$ cat src/hdl/pnik_pkg.sv
`default_nettype none
package pnik_pkg;
	localparam int ID_W    = 32;
	localparam int HALF_W  = 32;
	localparam int KEY_W   = 64;
	localparam int COL_W   = 5;
	localparam int PATH_W  = 4;
	localparam int CFG_IDX_W = 2;

	localparam logic [ID_W-1:0]  ID_MAX  = {ID_W{1'b1}};
	localparam logic [COL_W-1:0] COL_MAX = {COL_W{1'b1}};

	localparam logic [7:0] BYTE_TAB = 8'd9;
	localparam logic [7:0] BYTE_NL  = 8'd10;
	localparam logic [7:0] BYTE_D0  = 8'd48;
	localparam logic [7:0] BYTE_D9  = 8'd57;

	localparam logic [CFG_IDX_W-1:0] CFG_KEY_MODE    = 2'd0;
	localparam logic [CFG_IDX_W-1:0] CFG_PATH_FIELD  = 2'd1;
	localparam logic [CFG_IDX_W-1:0] CFG_MISSING_KEY = 2'd2;

	localparam logic [PATH_W-1:0] PATH_FIELD_RST = 4'd5;

	typedef enum logic [1:0] {
		PH_SKIP,
		PH_START,
		PH_DIGITS
	} phase_t;
endpackage
`default_nettype wire

$ cat src/hdl/path_node_interval_key_top.sv
// A newline byte enters the input register, and its key then enters the result register.
// Throughput: one byte per cycle; the input stalls only while a newline sits in
// the input register behind a result held by out_stall.
// Reset: arst_n clears all line state and loads key_mode 1, path_field_index 5 and
// missing_key_value all ones; line state also clears after every newline.
`default_nettype none
module path_node_interval_key_top (
	input  wire logic                                 clk,
	input  wire logic                                 arst_n,
	input  wire logic                                 in_valid,
	output logic                                      in_stall,
	input  wire logic [7:0]                           text_byte,
	output logic                                      out_valid,
	input  wire logic                                 out_stall,
	output logic [pnik_pkg::KEY_W-1:0]                sort_key,
	output logic                                      key_missing,
	input  wire logic                                 cfg_we,
	input  wire logic [pnik_pkg::CFG_IDX_W-1:0]       cfg_index,
	input  wire logic [pnik_pkg::KEY_W-1:0]           cfg_data
);
	localparam int ID_W = pnik_pkg::ID_W;
	localparam int ACC_W = ID_W + 4;

	logic                          key_mode_q;
	logic [pnik_pkg::PATH_W-1:0]   path_idx_q;
	logic [pnik_pkg::KEY_W-1:0]    missing_q;

	logic        valid_s1;
	logic [7:0]  byte_s1;

	logic [pnik_pkg::COL_W-1:0] col_q, col_c;
	pnik_pkg::phase_t           phase_q, phase_c;
	logic [ID_W-1:0]            acc_q, acc_c;
	logic                       ovf_q, ovf_c;
	logic [ID_W-1:0]            min_q, min_c;
	logic [ID_W-1:0]            max_q, max_c;
	logic                       err_q, err_c;

	logic              out_valid_q;
	logic [pnik_pkg::KEY_W-1:0] key_q;
	logic              missing_flag_q;

	logic             is_nl, is_tab, is_digit, here, commit, advance, proc, miss_c;
	logic [3:0]       digit;
	logic [ACC_W-1:0] acc_ext, acc_next;

	// config
	always_ff @(posedge clk or negedge arst_n) begin
		if (!arst_n) begin
			key_mode_q <= 1'b1;
			path_idx_q <= pnik_pkg::PATH_FIELD_RST;
			missing_q  <= {pnik_pkg::KEY_W{1'b1}};
		end else if (cfg_we) begin
			unique case (cfg_index)
				pnik_pkg::CFG_KEY_MODE:    key_mode_q <= cfg_data[0];
				pnik_pkg::CFG_PATH_FIELD:  path_idx_q <= cfg_data[pnik_pkg::PATH_W-1:0];
				pnik_pkg::CFG_MISSING_KEY: missing_q  <= cfg_data;
				default: ;
			endcase
		end
	end

	assign is_nl    = (byte_s1 == pnik_pkg::BYTE_NL);
	assign is_tab   = (byte_s1 == pnik_pkg::BYTE_TAB);
	assign is_digit = (byte_s1 >= pnik_pkg::BYTE_D0) && (byte_s1 <= pnik_pkg::BYTE_D9);
	assign digit    = byte_s1[3:0];
	assign here     = (col_q == {1'b0, path_idx_q}) && !err_q;

	assign advance  = !(is_nl && out_valid_q && out_stall);
	assign proc     = valid_s1 && advance;
	assign in_stall = valid_s1 && !advance;

	assign acc_ext  = {4'b0, acc_q};
	assign acc_next = (acc_ext << 3) + (acc_ext << 1) + {{ID_W{1'b0}}, digit};

	// id ends on any non-digit while digits are running
	assign commit = here && (phase_q == pnik_pkg::PH_DIGITS) && (is_nl || is_tab || !is_digit);

	// next phase
	always_comb begin
		phase_c = phase_q;
		if (commit) begin
			phase_c = pnik_pkg::PH_START;
		end else if (here && !is_nl && !is_tab) begin
			unique case (phase_q)
				pnik_pkg::PH_SKIP:   phase_c = pnik_pkg::PH_START;
				pnik_pkg::PH_START:  phase_c = is_digit ? pnik_pkg::PH_DIGITS : pnik_pkg::PH_START;
				pnik_pkg::PH_DIGITS: phase_c = pnik_pkg::PH_DIGITS;
				default:             phase_c = pnik_pkg::PH_SKIP;
			endcase
		end
	end

	// datapath
	always_comb begin
		col_c = col_q;
		acc_c = acc_q;
		ovf_c = ovf_q;
		min_c = min_q;
		max_c = max_q;
		err_c = err_q;
		if (is_tab && col_q != pnik_pkg::COL_MAX) begin
			col_c = col_q + 1'b1;
		end
		if (commit) begin
			if (ovf_q) begin
				err_c = 1'b1;
			end else begin
				if (acc_q < min_q) min_c = acc_q;
				if (acc_q > max_q) max_c = acc_q;
			end
			acc_c = '0;
			ovf_c = 1'b0;
		end else if (here && !is_nl && !is_tab) begin
			if (phase_q == pnik_pkg::PH_START) begin
				if (is_digit) begin
					acc_c = {{(ID_W-4){1'b0}}, digit};
					ovf_c = 1'b0;
				end else begin
					err_c = 1'b1;
				end
			end else if (phase_q == pnik_pkg::PH_DIGITS && is_digit && !ovf_q) begin
				if (acc_next[ACC_W-1:ID_W] != '0) begin
					ovf_c = 1'b1;
					err_c = 1'b1;
				end else begin
					acc_c = acc_next[ID_W-1:0];
				end
			end
		end
	end

	assign miss_c = !key_mode_q || err_c || (min_c == pnik_pkg::ID_MAX);

	// input register
	always_ff @(posedge clk or negedge arst_n) begin
		if (!arst_n) begin
			valid_s1 <= 1'b0;
		end else if (!in_stall) begin
			valid_s1 <= in_valid;
		end
	end

	always_ff @(posedge clk) begin
		if (!in_stall && in_valid) begin
			byte_s1 <= text_byte;
		end
	end

	// line state
	always_ff @(posedge clk or negedge arst_n) begin
		if (!arst_n) begin
			col_q   <= '0;
			phase_q <= pnik_pkg::PH_SKIP;
			acc_q   <= '0;
			ovf_q   <= 1'b0;
			min_q   <= pnik_pkg::ID_MAX;
			max_q   <= '0;
			err_q   <= 1'b0;
		end else if (proc) begin
			if (is_nl) begin
				col_q   <= '0;
				phase_q <= pnik_pkg::PH_SKIP;
				acc_q   <= '0;
				ovf_q   <= 1'b0;
				min_q   <= pnik_pkg::ID_MAX;
				max_q   <= '0;
				err_q   <= 1'b0;
			end else begin
				col_q   <= col_c;
				phase_q <= phase_c;
				acc_q   <= acc_c;
				ovf_q   <= ovf_c;
				min_q   <= min_c;
				max_q   <= max_c;
				err_q   <= err_c;
			end
		end
	end

	// result register
	always_ff @(posedge clk or negedge arst_n) begin
		if (!arst_n) begin
			out_valid_q <= 1'b0;
		end else if (proc && is_nl) begin
			out_valid_q <= 1'b1;
		end else if (!out_stall) begin
			out_valid_q <= 1'b0;
		end
	end

	always_ff @(posedge clk) begin
		if (proc && is_nl) begin
			key_q          <= miss_c ? missing_q
				: {pnik_pkg::HALF_W'(min_c), pnik_pkg::HALF_W'(max_c)};
			missing_flag_q <= miss_c;
		end
	end

	assign out_valid   = out_valid_q;
	assign sort_key    = key_q;
	assign key_missing = missing_flag_q;
endmodule
`default_nettype wire

$ cat config.mk
export PLATFORM = sky130hd
export DESIGN_NAME = path_node_interval_key_top
export DESIGN_NICKNAME = d
export VERILOG_FILES = /design/src/hdl/pnik_pkg.sv /design/src/hdl/path_node_interval_key_top.sv
export SDC_FILE = /design/constraint.sdc
export NUM_CORES = 1
export LEC_CHECK = 0
export ABC_AREA = 1
export BUFFER_PORTS_ARGS = -buffer_cell sky130_fd_sc_hd__buf_2
export CAP_MARGIN = 20
export CORE_UTILIZATION = 40
export DETAILED_ROUTE_END_ITERATION = 6
export GPL_ROUTABILITY_DRIVEN = 1
export PLACE_DENSITY = 0.69
export SYNTH_ARGS = -nofsm -noshare
export SYNTH_HDL_FRONTEND = slang
export SYNTH_SLANG_ARGS = --single-unit
$ cat constraint.sdc
create_clock -name clk -period 5.5 [get_ports clk]
set_clock_uncertainty 0.2 [all_clocks]
set_input_delay 0.825 -clock clk [delete_from_list [all_inputs] [get_ports clk]]
set_output_delay 0.825 -clock clk [all_outputs]
set_load 0.03 [all_outputs]
# Word level (Yosys, flattened, before mapping)

Index checks and enable logic that the tools add are counted.

Equal/unequal tests: 12
Muxes and demuxes: 40
$lt $le $gt $ge: 4
Reduce and logical (&&, ||, !) cells: 41
Add/subtract/negate cells: 3

Operators by type and width:

| operator               | number |
|---|---|
| $mux W32               | 15 |
| $mux W64               | 1 |
| $add A35 B33 Y36       | 1 |
| $add A36 B4 Y36        | 1 |
| $eq A32 B32 Y1 const B | 1 |
| $gt A32 B32 Y1         | 1 |
| $lt A32 B32 Y1         | 1 |
| $mux W1                | 17 |
| $eq A8 B4 Y1 const B   | 2 |
| $logic_and A1 B1 Y1    | 15 |
| $reduce_bool A4 Y1     | 3 |
| $mux W5                | 2 |
| $reduce_and A2 Y1      | 5 |
| $reduce_and A5 Y1      | 2 |
| $ge A8 B6 Y1 const B   | 1 |
| $le A8 B6 Y1 const B   | 1 |
| $logic_not A1 Y1       | 8 |
| $mux W2                | 4 |
| $ne A4 B4 Y1 const B   | 2 |
| $pmux W2 S3            | 1 |
| $add A5 B1 Y5 const B  | 1 |
| $eq A5 B4 Y1           | 1 |
| $ne A5 B5 Y1 const B   | 1 |
| $eq A2 B1 Y1 const B   | 2 |
| other kinds (6)        | 11 |

Bits in registers: 249

# Logic depth before layout (Yosys ltp)

Gate-level depths: netlist (run 1).

Depth after elaboration: 11
Gate-level depth with buffers: 26
Gate-level depth less buffers: 24

# Worst setup path before layout (run 1)

OpenSTA, ideal clock, no wires.

Path kind: register to register
From: reg acc_q[0]
To: reg key_q (netlist bit sort_key[10]), data pin
Required time: 5.048 ns
Setup time: 0.252 ns
Slack: 1.945 ns
Cell stages (with the launch flop): 27
Arrival time: 3.103 ns
Path through: dfrtp_1 inv_1 fa_1 inv_1 fa_1 nand3_1 nand2_1 nand2_1 nand2_1 nand2_1 nand2_1 nand2_1 nand2_1 nand2_1 nand2_1 nor2_1 nand2_1 nand2_1 nand2_1 nand2_1 nand2_1 nor2_2 nand2_4 buf_12 buf_12 nand2_2 nand2_1

Word-level cells in the longest chain between the ends: 11

RTL lines:

| element                          | RTL line                          | RTL |
|---|---|---|
| start: declaration               | path_node_interval_key_top.sv:33  | `logic [ID_W-1:0] acc_q, acc_c;` |
| start signal: assignment         | path_node_interval_key_top.sv:155 | `acc_q <= '0;` |
| start signal: assignment         | path_node_interval_key_top.sv:164 | `acc_q <= '0;` |
| start signal: assignment         | path_node_interval_key_top.sv:172 | `acc_q <= acc_c;` |
| $add A35 B33 Y36                 | path_node_interval_key_top.sv:74  | `assign acc_next = (acc_ext << 3) + (acc_ext << 1) + {{ID_W{1'b0}}, digit};` |
| $add A36 B4 Y36                  | path_node_interval_key_top.sv:74  |  |
| $reduce_bool A4 Y1               | path_node_interval_key_top.sv:123 | `if (acc_next[ACC_W-1:ID_W] != '0) begin` |
| $mux W1                          | path_node_interval_key_top.sv:123 |  |
| $mux W1                          | path_node_interval_key_top.sv:122 | `end else if (phase_q == pnik_pkg::PH_DIGITS && is_digit && !ovf_q) begin` |
| $mux W1                          | path_node_interval_key_top.sv:115 | `if (phase_q == pnik_pkg::PH_START) begin` |
| $mux W1                          | path_node_interval_key_top.sv:114 | `end else if (here && !is_nl && !is_tab) begin` |
| $mux W1                          | path_node_interval_key_top.sv:105 | `if (commit) begin` |
| $logic_or A1 B1 Y1 (2 in series) | path_node_interval_key_top.sv:133 | `assign miss_c = !key_mode_q \|\| err_c \|\| (min_c == pnik_pkg::ID_MAX);` |
| $mux W64 *                       | path_node_interval_key_top.sv:194 | `key_q <= miss_c ? missing_q` |
| end signal: assignment           | path_node_interval_key_top.sv:194 |  |
| end: declaration                 | path_node_interval_key_top.sv:40  | `logic [pnik_pkg::KEY_W-1:0] key_q;` |

Every way passes the cells marked *; elsewhere a longest branch is shown, timed or not.
A chain may end at the register's enable or synchronous reset.

# Final worst setup path (run 1)

From: reg acc_q[0]
To: reg key_q (netlist bit sort_key[33]), data pin

The elaborated chain is that of the path after synthesis.

==> results.txt, run 1 <==
The core region is 0.0369 mm². The worst setup path is captured at a register. The cell count after synthesis came out at 1730. For this design the static power due to leakage is 0.00843 µW. The maximum number of pins on one net before global-route repair came out at 116. TritonCTS built the clock tree. For the antenna diode count, the log shows 0. The clock reaches the later pin of the worst-skew pair after 550 ps. Flip-flop cell with the highest count after synthesis: sky130_fd_sc_hd__dfstp_2. The logs give 3 for the maximum clock insertion buffer count and 0.0161 mm² for the area after detailed placement.

The worst setup path is of the reg -> reg kind. The cell area power density is 399 mW/mm². In this run the count of I/O pins placed on the die edge is 146. Type of the worst min-delay path: in -> async.

The initial antenna violation count was 0; the count of final setup violators was 0. Summed over all failing endpoints, the final setup total negative slack is 0 ps. The number of global-route vias before repair came out at 12100.

Across the run, the number of max-cap violations was 0. At the worst endpoint, the required time is 5700 ps. The library cells used most frequently in the layout, excluding fill and tap cells, are sky130_fd_sc_hd__nand2_1, sky130_fd_sc_hd__inv_1, sky130_fd_sc_hd__buf_2. Summing over every cut layer, the via total after detailed routing is 12300. The first global-routing pass estimated 60.6 mm of wire. The flow ran to the end, and the final reports show no timing, DRC or antenna violations. The area growth from synthesis to layout is 13.5%. After clock tree synthesis, the clock-pin slew on the worst setup and hold paths is 60 ps. Sequential elements use 44.6% of the synthesized area. The minimum period implied by the final worst setup slack is 4830 ps. The most common cell after layout, fill and taps aside is sky130_fd_sc_hd__nand2_1.

For the post-detailed-placement half-perimeter wirelength, the log shows 26.9 mm. After routing the design area is 0.0171 mm². The tools report the number of instances resized during post-cts repair as 0. The total CTS buffers was 27; the number of instances in the placed design was 2329. The number of hold buffers added after CTS was 0. The number of nets handed over by synthesis was 1939. The cell at the root of the clock tree was sky130_fd_sc_hd__clkbuf_16. The compound-gate portion of the synthesized area works out to 9.39%.

The worst pin sits at a relative slew slack of 35.1%. At the pin with the least slew margin, the transition time is 974 ps. The run gives 1 as the count of H-tree levels built during CTS.

Row generation in the floorplan step produced 70 rows. Excluding fillers, the count of instances in the completed layout stands at 2379. The worst-path maximum fanout was 64. The final layout contains 2064 nets. The number of synthesized register bits is 249, and the final routed wirelength across all metal layers is 37.3 mm. Of the cells placed in the final design, the portion with a size suffix greater than 1 is 23.3%. The total number of yosys warnings is 0. STA classifies the critical path startpoint as a register.

The average wire per standard cell is 15.7 µm. After synthesis, the largest family of logic cells by area is simple AND/OR/NAND/NOR gates. The floorplan step defined a die boundary enclosing 0.0385 mm². The tools report the final-report max-slew violation count as 0. The tools report the total congestion overflow as 0.

Post-CTS timing repair inserted 0 buffers for setup. The DRC violation total after the first TritonRoute iteration is 817, and the number of enable flip-flop cells after synthesis is 73. The tools report the all-layer global routing usage as 19.4%. Of all flip-flops after synthesis, the portion carrying an async set or reset was 70.7%. The post-synthesis instance area was 0.0151 mm²; the final-report hold violation count was 0. Setup repair after global routing left no endpoint under its margin. The count of buffers added on input and output ports is 145.

The mean instance size in the synthesized netlist came out at 8.72 µm². The post-synthesis adder-cell area fraction was 10.9%. The floorplan step set the die height to 196 µm. The number of library cell types mapped by synthesis came out at 44. Of the available clock period, the critical path in the final layout requires 87.9%. Measured against the total synthesized area, the mux share comes to 4.48%. The number of clock sinks seen by CTS is 249.

After Yosys synthesis, and, or, nand and nor cells account for 21.2% of the synthesized area. The mean number of vias per cell was 5.16. For this configuration, the core starts out at a cell density of 40.9%.

Based on the critical path, the design can be clocked at up to 207 MHz. For the worst setup path, the data arrival time is 5030 ps. For this run, design rule violations remaining after detail routing come to 0. Die outline width: 196 µm.

The tools report the final weighted congestion of routability-driven global placement as 0.880. The pre-antenna-repair detailed-routing pass consisted of 5 iterations. The run gives 0 as the number of nets with antenna violations after routing. The parity-gate share of the synthesized area counting xor and xnor cells was 1.68%; the worst setup slack for register-to-register paths was 670 ps.

The tools report the worst IR drop on VDD as 0.000228 V. Power comes to 6820 µW.
==> per-stage QoR <==
| stage | utilization, % | hold WS (ps) | setup slack [ps] |
|---|---|---|---|
| 6_report | 46.4 | 84.5 | 666 |
| 5_1_grt | 46.4 | 121 | 318 |
| 4_1_cts | 46.3 | 88.2 | 669 |
| 3_5_place_dp | 43.8 | 276 | 682 |
| 3_3_place_gp | 43.8 | 272 | 764 |
| 2_1_floorplan | - | 253 | 1940 |
==> state kept, by name, indices dropped and copies added, names as in the netlist, 2 cells and up <==
name / count
missing_q: 64
sort_key: 64
acc_q: 32
max_q: 32
min_q: 32
byte_s1: 8
col_q: 5
path_idx_q: 4
phase_q: 2
==> critical path: stages (launching register included) <==
cell and delay, ps:
sky130_fd_sc_hd__dfrtp_1 470, sky130_fd_sc_hd__inv_1 180, sky130_fd_sc_hd__fa_1 530, sky130_fd_sc_hd__inv_1 70, sky130_fd_sc_hd__fa_1 460, sky130_fd_sc_hd__nand3_1 100
sky130_fd_sc_hd__nand2_1 100, sky130_fd_sc_hd__nand2_1 70, sky130_fd_sc_hd__nand2_1 110, sky130_fd_sc_hd__nand2_1 90, sky130_fd_sc_hd__nand2_1 130, sky130_fd_sc_hd__nand2_1 120
sky130_fd_sc_hd__nand2_1 50, sky130_fd_sc_hd__nand2_1 50, sky130_fd_sc_hd__nand2_1 50, sky130_fd_sc_hd__nor2_1 200, sky130_fd_sc_hd__nand2_1 100, sky130_fd_sc_hd__nand2_1 70
sky130_fd_sc_hd__nand2_1 50, sky130_fd_sc_hd__nand2_1 50, sky130_fd_sc_hd__nand2_1 90, sky130_fd_sc_hd__nor2_4 180, sky130_fd_sc_hd__buf_4 590, sky130_fd_sc_hd__nand3_1 380
sky130_fd_sc_hd__nand2_1 150
==> cell families after synthesis <==
kind of cell               Yosys count
muxes                               60
and+or+nand+nor                    745
xor gates and xnor gates            29
buffers and inverters              257
DFF                                249
AOI/OAI and AO/OA                  260
adders and majority gates          130
==> synth_stat cells, types with 2 or more instances <==
cell type | instances | area share, %
sky130_fd_sc_hd__a31oi_1 | 8 | 0.33
sky130_fd_sc_hd__ha_1 | 128 | 11
sky130_fd_sc_hd__inv_2 | 4 | 0.10
sky130_fd_sc_hd__o21bai_1 | 6 | 0.30
sky130_fd_sc_hd__fa_1 | 2 | 0.27
sky130_fd_sc_hd__o21ai_0 | 99 | 3.3
sky130_fd_sc_hd__nand3_2 | 4 | 0.27
sky130_fd_sc_hd__nand3_1 | 128 | 4.2
sky130_fd_sc_hd__edfxtp_1 | 73 | 15
sky130_fd_sc_hd__dfrtp_1 | 77 | 13
sky130_fd_sc_hd__nor3_1 | 9 | 0.30
sky130_fd_sc_hd__buf_12 | 6 | 0.80
sky130_fd_sc_hd__nor4_1 | 3 | 0.12
sky130_fd_sc_hd__nand2_1 | 444 | 11
sky130_fd_sc_hd__nor2_2 | 6 | 0.25
sky130_fd_sc_hd__o21a_1 | 4 | 0.20
sky130_fd_sc_hd__nand2_2 | 52 | 2.2
sky130_fd_sc_hd__nand4_1 | 10 | 0.41
sky130_fd_sc_hd__o21ai_1 | 5 | 0.17
sky130_fd_sc_hd__o211ai_1 | 4 | 0.20
sky130_fd_sc_hd__clkbuf_1 | 20 | 0.50
sky130_fd_sc_hd__o31ai_1 | 2 | 0.10
sky130_fd_sc_hd__mux2_2 | 60 | 4.5
sky130_fd_sc_hd__buf_6 | 9 | 0.67
sky130_fd_sc_hd__buf_1 | 8 | 0.20
sky130_fd_sc_hd__a21oi_1 | 87 | 2.9
sky130_fd_sc_hd__xnor2_1 | 14 | 0.81
sky130_fd_sc_hd__nor2_1 | 84 | 2.1
sky130_fd_sc_hd__o22ai_1 | 40 | 1.7
sky130_fd_sc_hd__inv_1 | 191 | 4.8
sky130_fd_sc_hd__a21o_1 | 2 | 0.10
sky130_fd_sc_hd__xor2_1 | 15 | 0.87
sky130_fd_sc_hd__dfstp_2 | 99 | 17
sky130_fd_sc_hd__buf_2 | 14 | 0.46
sky130_fd_sc_hd__buf_4 | 4 | 0.20
==> power by group <==
part | switching (µW) | leakage, µW | internal, µW
clock | 770 | 0.000463 | 1120
combinational | 1630 | 0.00541 | 931
sequential | 154 | 0.00255 | 2210
total | 2560 | 0.00843 | 4270
==> cell type report <==
class / count / area, µm²
tap: 504 / 631
clock inverter: 12 / 131
inverter: 195 / 732
timing repair buffer: 158 / 887
clock buffer: 37 / 805
sequential: 249 / 6720
multi-input combinational: 1224 / 7200
fill: 3517 / 19800
==> worst paths after layout <==
path / cells past startpoint / startpoint / endpoint
setup / recovery: 24 / acc_q[0]$_DFFE_PN0P_ / sort_key[33]$_DFFE_PP_
hold / removal: 1 / arst_n / path_idx_q[3]$_DFFE_PN0P_
setup reg to reg: 24 / acc_q[0]$_DFFE_PN0P_ / sort_key[33]$_DFFE_PP_
hold reg to reg: 2 / key_mode_q$_DFFE_PN1P_ / key_mode_q$_DFFE_PN1P_
max in group asynchronous: 2 / arst_n / max_q[29]$_DFFE_PN0P_
min in group clk: 1 / text_byte[7] / byte_s1[7]$_DFFE_PP_
==> routing by layer <==
| layer | up-vias | GRT usage [%] | share of wire (%) |
|---|---|---|---|
| met2 | 343 | 32.6 | 47 |
| li1 | 6032 | - | - |
| met1 | 5817 | 25.7 | 45 |
| met5 | - | 0 | 0 |
| met3 | 74 | 2.84 | 5.0 |
| met4 | 0 | 6.31 | 3.1 |
Power figures use the tool's default switching activity.
==> run 2, diff against run 1 <==
--- a/config.mk
+++ b/config.mk
@@ -8,10 +8,11 @@
 export ABC_AREA = 1
 export BUFFER_PORTS_ARGS = -buffer_cell sky130_fd_sc_hd__buf_2
 export CAP_MARGIN = 20
-export CORE_UTILIZATION = 40
+export CORE_UTILIZATION = 44
 export DETAILED_ROUTE_END_ITERATION = 6
 export GPL_ROUTABILITY_DRIVEN = 1
-export PLACE_DENSITY = 0.69
+export PLACE_DENSITY = 0.73
+export RECOVER_POWER = 50
 export SYNTH_ARGS = -nofsm -noshare
 export SYNTH_HDL_FRONTEND = slang
 export SYNTH_SLANG_ARGS = --single-unit
==> run 2 against run 1 <==
Net effect:
- the run now ends with capacitance limit, slew limit left
- routed wire length up 0.54%
- clock power down 3%
- non-clock buffer count down 1
- die area down 9.0%
- global-route usage up 2.2 points
- core utilization up 3.8 points
- flip-flop and latch count unchanged
- clock-buffer cell count down 1
- critical endpoint unchanged
==> results.txt, run 2 (synthesis gave the netlist of run 1 again) <==
The number of global-route vias before repair was 12200 (was 12100). The logs give 0 (unchanged) for the total congestion overflow and 44.9% (was 40.9%) for the initial cell density of the core. The tools report the top achievable clock speed as 205 MHz (was 207 MHz).

Type of element launching the critical path: a register (unchanged). For the final-report max-slew violation count, the log shows 152 (was 0). The fraction of final layout cells sized beyond drive strength 1 was 19.5% (was 23.3%); the average wire per standard cell was 16.2 µm (was 15.7 µm). Setup repair after global routing left no endpoint under its margin. The global-route wire length before repair is 61.8 mm (was 60.6 mm), and the number of buffers added for setup after CTS is 0 (unchanged). The initial antenna violation count is 0 (unchanged). Type of the worst min-delay path: in -> reg (was in -> async). The die outline width is 187 µm (was 196 µm), and the DRC violation total after the first TritonRoute iteration is 917 (was 817). The final weighted congestion of routability-driven global placement was 0.908 (was 0.880); the non-filler instance count after layout was 2322 (was 2379). Start point of the worst hold path: text_byte[4].

The logs give 3 (unchanged) for the maximum clock insertion buffer count and 1.91 mm (was 1.87 mm) for the routed wire length on met3. The tools report the kind of capture point of the worst setup path as a register (unchanged). The worst-path maximum fanout was 64 (unchanged); the total DRC errors in the routed layout was 0 (unchanged). The tools report the met2 wire length as 18.3 mm (was 17.5 mm).

The logs give 0.000271 V (was 0.000228 V) for the worst IR drop on VDD and 0.00672 mm² (unchanged) for the storage element area. The logs give 1 (unchanged) for the count of H-tree levels built during CTS and 0 (unchanged) for the count of final setup violators. Portion of the clock cycle consumed by the worst path in the final layout: 88.5% (was 87.9%). The run gives 0 (unchanged) as the hold buffer count at CTS. Commonest cells after routing, fill and taps aside: sky130_fd_sc_hd__nand2_1, sky130_fd_sc_hd__inv_1, sky130_fd_sc_hd__nand3_1, sky130_fd_sc_hd__ha_1 (was sky130_fd_sc_hd__nand2_1, sky130_fd_sc_hd__inv_1, sky130_fd_sc_hd__buf_2).

The top-level I/O count is 146 (unchanged). The number of buffer cells added on primary ports was 145 (unchanged); the setup TNS was 0 ps (unchanged). Total CTS buffers: 27 (unchanged). The cell at the root of the clock tree is sky130_fd_sc_hd__clkbuf_16 (unchanged).

The run gives 249 (unchanged) as the number of clock sinks seen by CTS. The start of the worst register-to-register path is acc_q[0]$_DFFE_PN0P_ (unchanged). The uppermost signal routing layer after detailed routing was met4 (unchanged). TritonCTS built the clock tree.

The transition at the pin with the smallest max-transition slack is 4100 ps (was 974 ps). The area of the placeable core is 0.0336 mm² (was 0.0369 mm²), and the first-pass iteration count of the detailed router is 6 (was 5). The maximum number of pins on one net before global-route repair was 95 (was 116); the final routed wirelength across all metal layers was 37.5 mm (was 37.3 mm). The minimum period implied by the final worst setup slack is 4870 ps (was 4830 ps), and the cell area power density is 402 mW/mm² (was 399 mW/mm²). The required time of the critical path came out at 5700 ps (about the same). For the number of nets in the final layout, the log shows 2063 (was 2064).

The antenna diode count is 0 (unchanged). The all-layer global routing usage came out at 21.6% (was 19.4%). The clock transition time at the flip-flop clock pins of the worst setup and hold paths is 60 ps (about the same).

The checks that failed: capacitance limit, slew limit. The mean number of vias per cell works out to 5.31 (was 5.16). The number of instances in the placed design was 2273 (was 2329); the die area was 0.0350 mm² (was 0.0385 mm²). The die extent in y is 187 µm (was 196 µm), and the final-report hold violation count is 0 (unchanged). The tools report the detailed-route wire length on metal 1 as 16.5 mm (was 16.8 mm). The logs give -174% (was 35.1%) for the headroom to the max-slew limit and 27.2 mm (was 26.9 mm) for the post-detailed-placement half-perimeter wirelength. The clock insertion delay at the later pin of the skew report is 550 ps (about the same). The tools report the leakage power of the design as 0.00821 µW (was 0.00843 µW).

The max-capacitance violation count was 2 (was 0). The flow ran to the end, but the final reports show violations. The data arrival time of the worst path came out at 5070 ps (was 5030 ps). The tools report the total number of vias as 12300 (about the same). The most common cell after layout, fill and taps aside was sky130_fd_sc_hd__nand2_1 (unchanged).

The row count is 67 (was 70), and the signed area change from the synthesized netlist to the final layout is 11.9% (was 13.5%). Launching instance or port of the critical path: acc_q[0]$_DFFE_PN0P_ (unchanged). The logs give 0.00718 mm² (was 0.00720 mm²) for the multi-input gate area in the final layout and 3093 (was 3517) for the count of fill cells added during filler insertion. The number of instances resized during post-cts repair is 0 (unchanged).

The critical path start-end classification was reg -> reg (unchanged). The number of nets with antenna violations after routing came out at 0 (unchanged).
## run 2: changes by cell type in the layout (fill, tap and decap cells not counted), sizes merged
cell,delta
buf,-63
clkbuf,+60
bufinv,+1
clkdlybuf4s25,+1
clkinv,-1
clkinvlp,+1
## run 2: final timing paths
path,slack [ps],cells after the start,end
worst max register to register,630,24,sort_key[33]$_DFFE_PP_
worst min-delay path,260,1,byte_s1[4]$_DFFE_PP_
min in group asynchronous,1810,1,max_q[28]$_DFFE_PN0P_
max in group asynchronous,1020,1,max_q[29]$_DFFE_PN0P_
worst max-delay path,630,24,sort_key[33]$_DFFE_PP_
worst min register to register,280,1,col_q[3]$_DFFE_PN0P_
## run 2: per-layer routing
| layer | GRT usage [%] | up-vias |
|---|---|---|
| li1 | - | 6020 |
| met1 | 28.7 | 5889 |
| met2 | 37.3 | 370 |
| met3 | 2.68 | 61 |
| met4 | 5.23 | 0 |
| met5 | 0 | - |
## run 2: layout make-up
cell class	count	area share [%]
clock buffer	36	4.33
clock inverter	13	0.920
inverter	195	4.34
multi-input combinational	1224	42.6
sequential	249	39.9
tap	448	3.32
timing repair buffer	157	4.64
## run 2: stage by stage
stage,power (µW),utilization [%],setup slack (ps),area [µm²],hold slack [ps]
2_1_floorplan,4330,-,1940,15100,253
3_3_place_gp,4870,47.8,750,16100,273
3_5_place_dp,4930,47.8,674,16100,279
4_1_cts,6780,50.5,638,17000,195
5_1_grt,7240,50.2,263,16900,242
6_report,6770,50.2,631,16900,256
## run 2: critical path, cell delays in order, from the launching register on
cell                      delay, ps
sky130_fd_sc_hd__dfrtp_1        460
sky130_fd_sc_hd__inv_1          180
sky130_fd_sc_hd__fa_1           530
sky130_fd_sc_hd__inv_1           70
sky130_fd_sc_hd__fa_1           450
sky130_fd_sc_hd__nand3_1        110
sky130_fd_sc_hd__nand2_1        110
sky130_fd_sc_hd__nand2_1         70
sky130_fd_sc_hd__nand2_1        100
sky130_fd_sc_hd__nand2_1         80
sky130_fd_sc_hd__nand2_1        120
sky130_fd_sc_hd__nand2_1        130
sky130_fd_sc_hd__nand2_1         60
sky130_fd_sc_hd__nand2_1         60
sky130_fd_sc_hd__nand2_1         50
sky130_fd_sc_hd__nor2_1         220
sky130_fd_sc_hd__nand2_1        110
sky130_fd_sc_hd__nand2_1         70
sky130_fd_sc_hd__nand2_1         50
sky130_fd_sc_hd__nand2_1         50
sky130_fd_sc_hd__nand2_1        100
sky130_fd_sc_hd__nor2_4         200
sky130_fd_sc_hd__buf_4          600
sky130_fd_sc_hd__nand3_1        350
sky130_fd_sc_hd__nand2_1        170
## run 2: power breakdown
group | switching, µW | leakage (µW) | internal, µW
Clock | 762 | 0.000428 | 1080
Combinational | 1630 | 0.00523 | 931
Sequential | 157 | 0.00255 | 2210
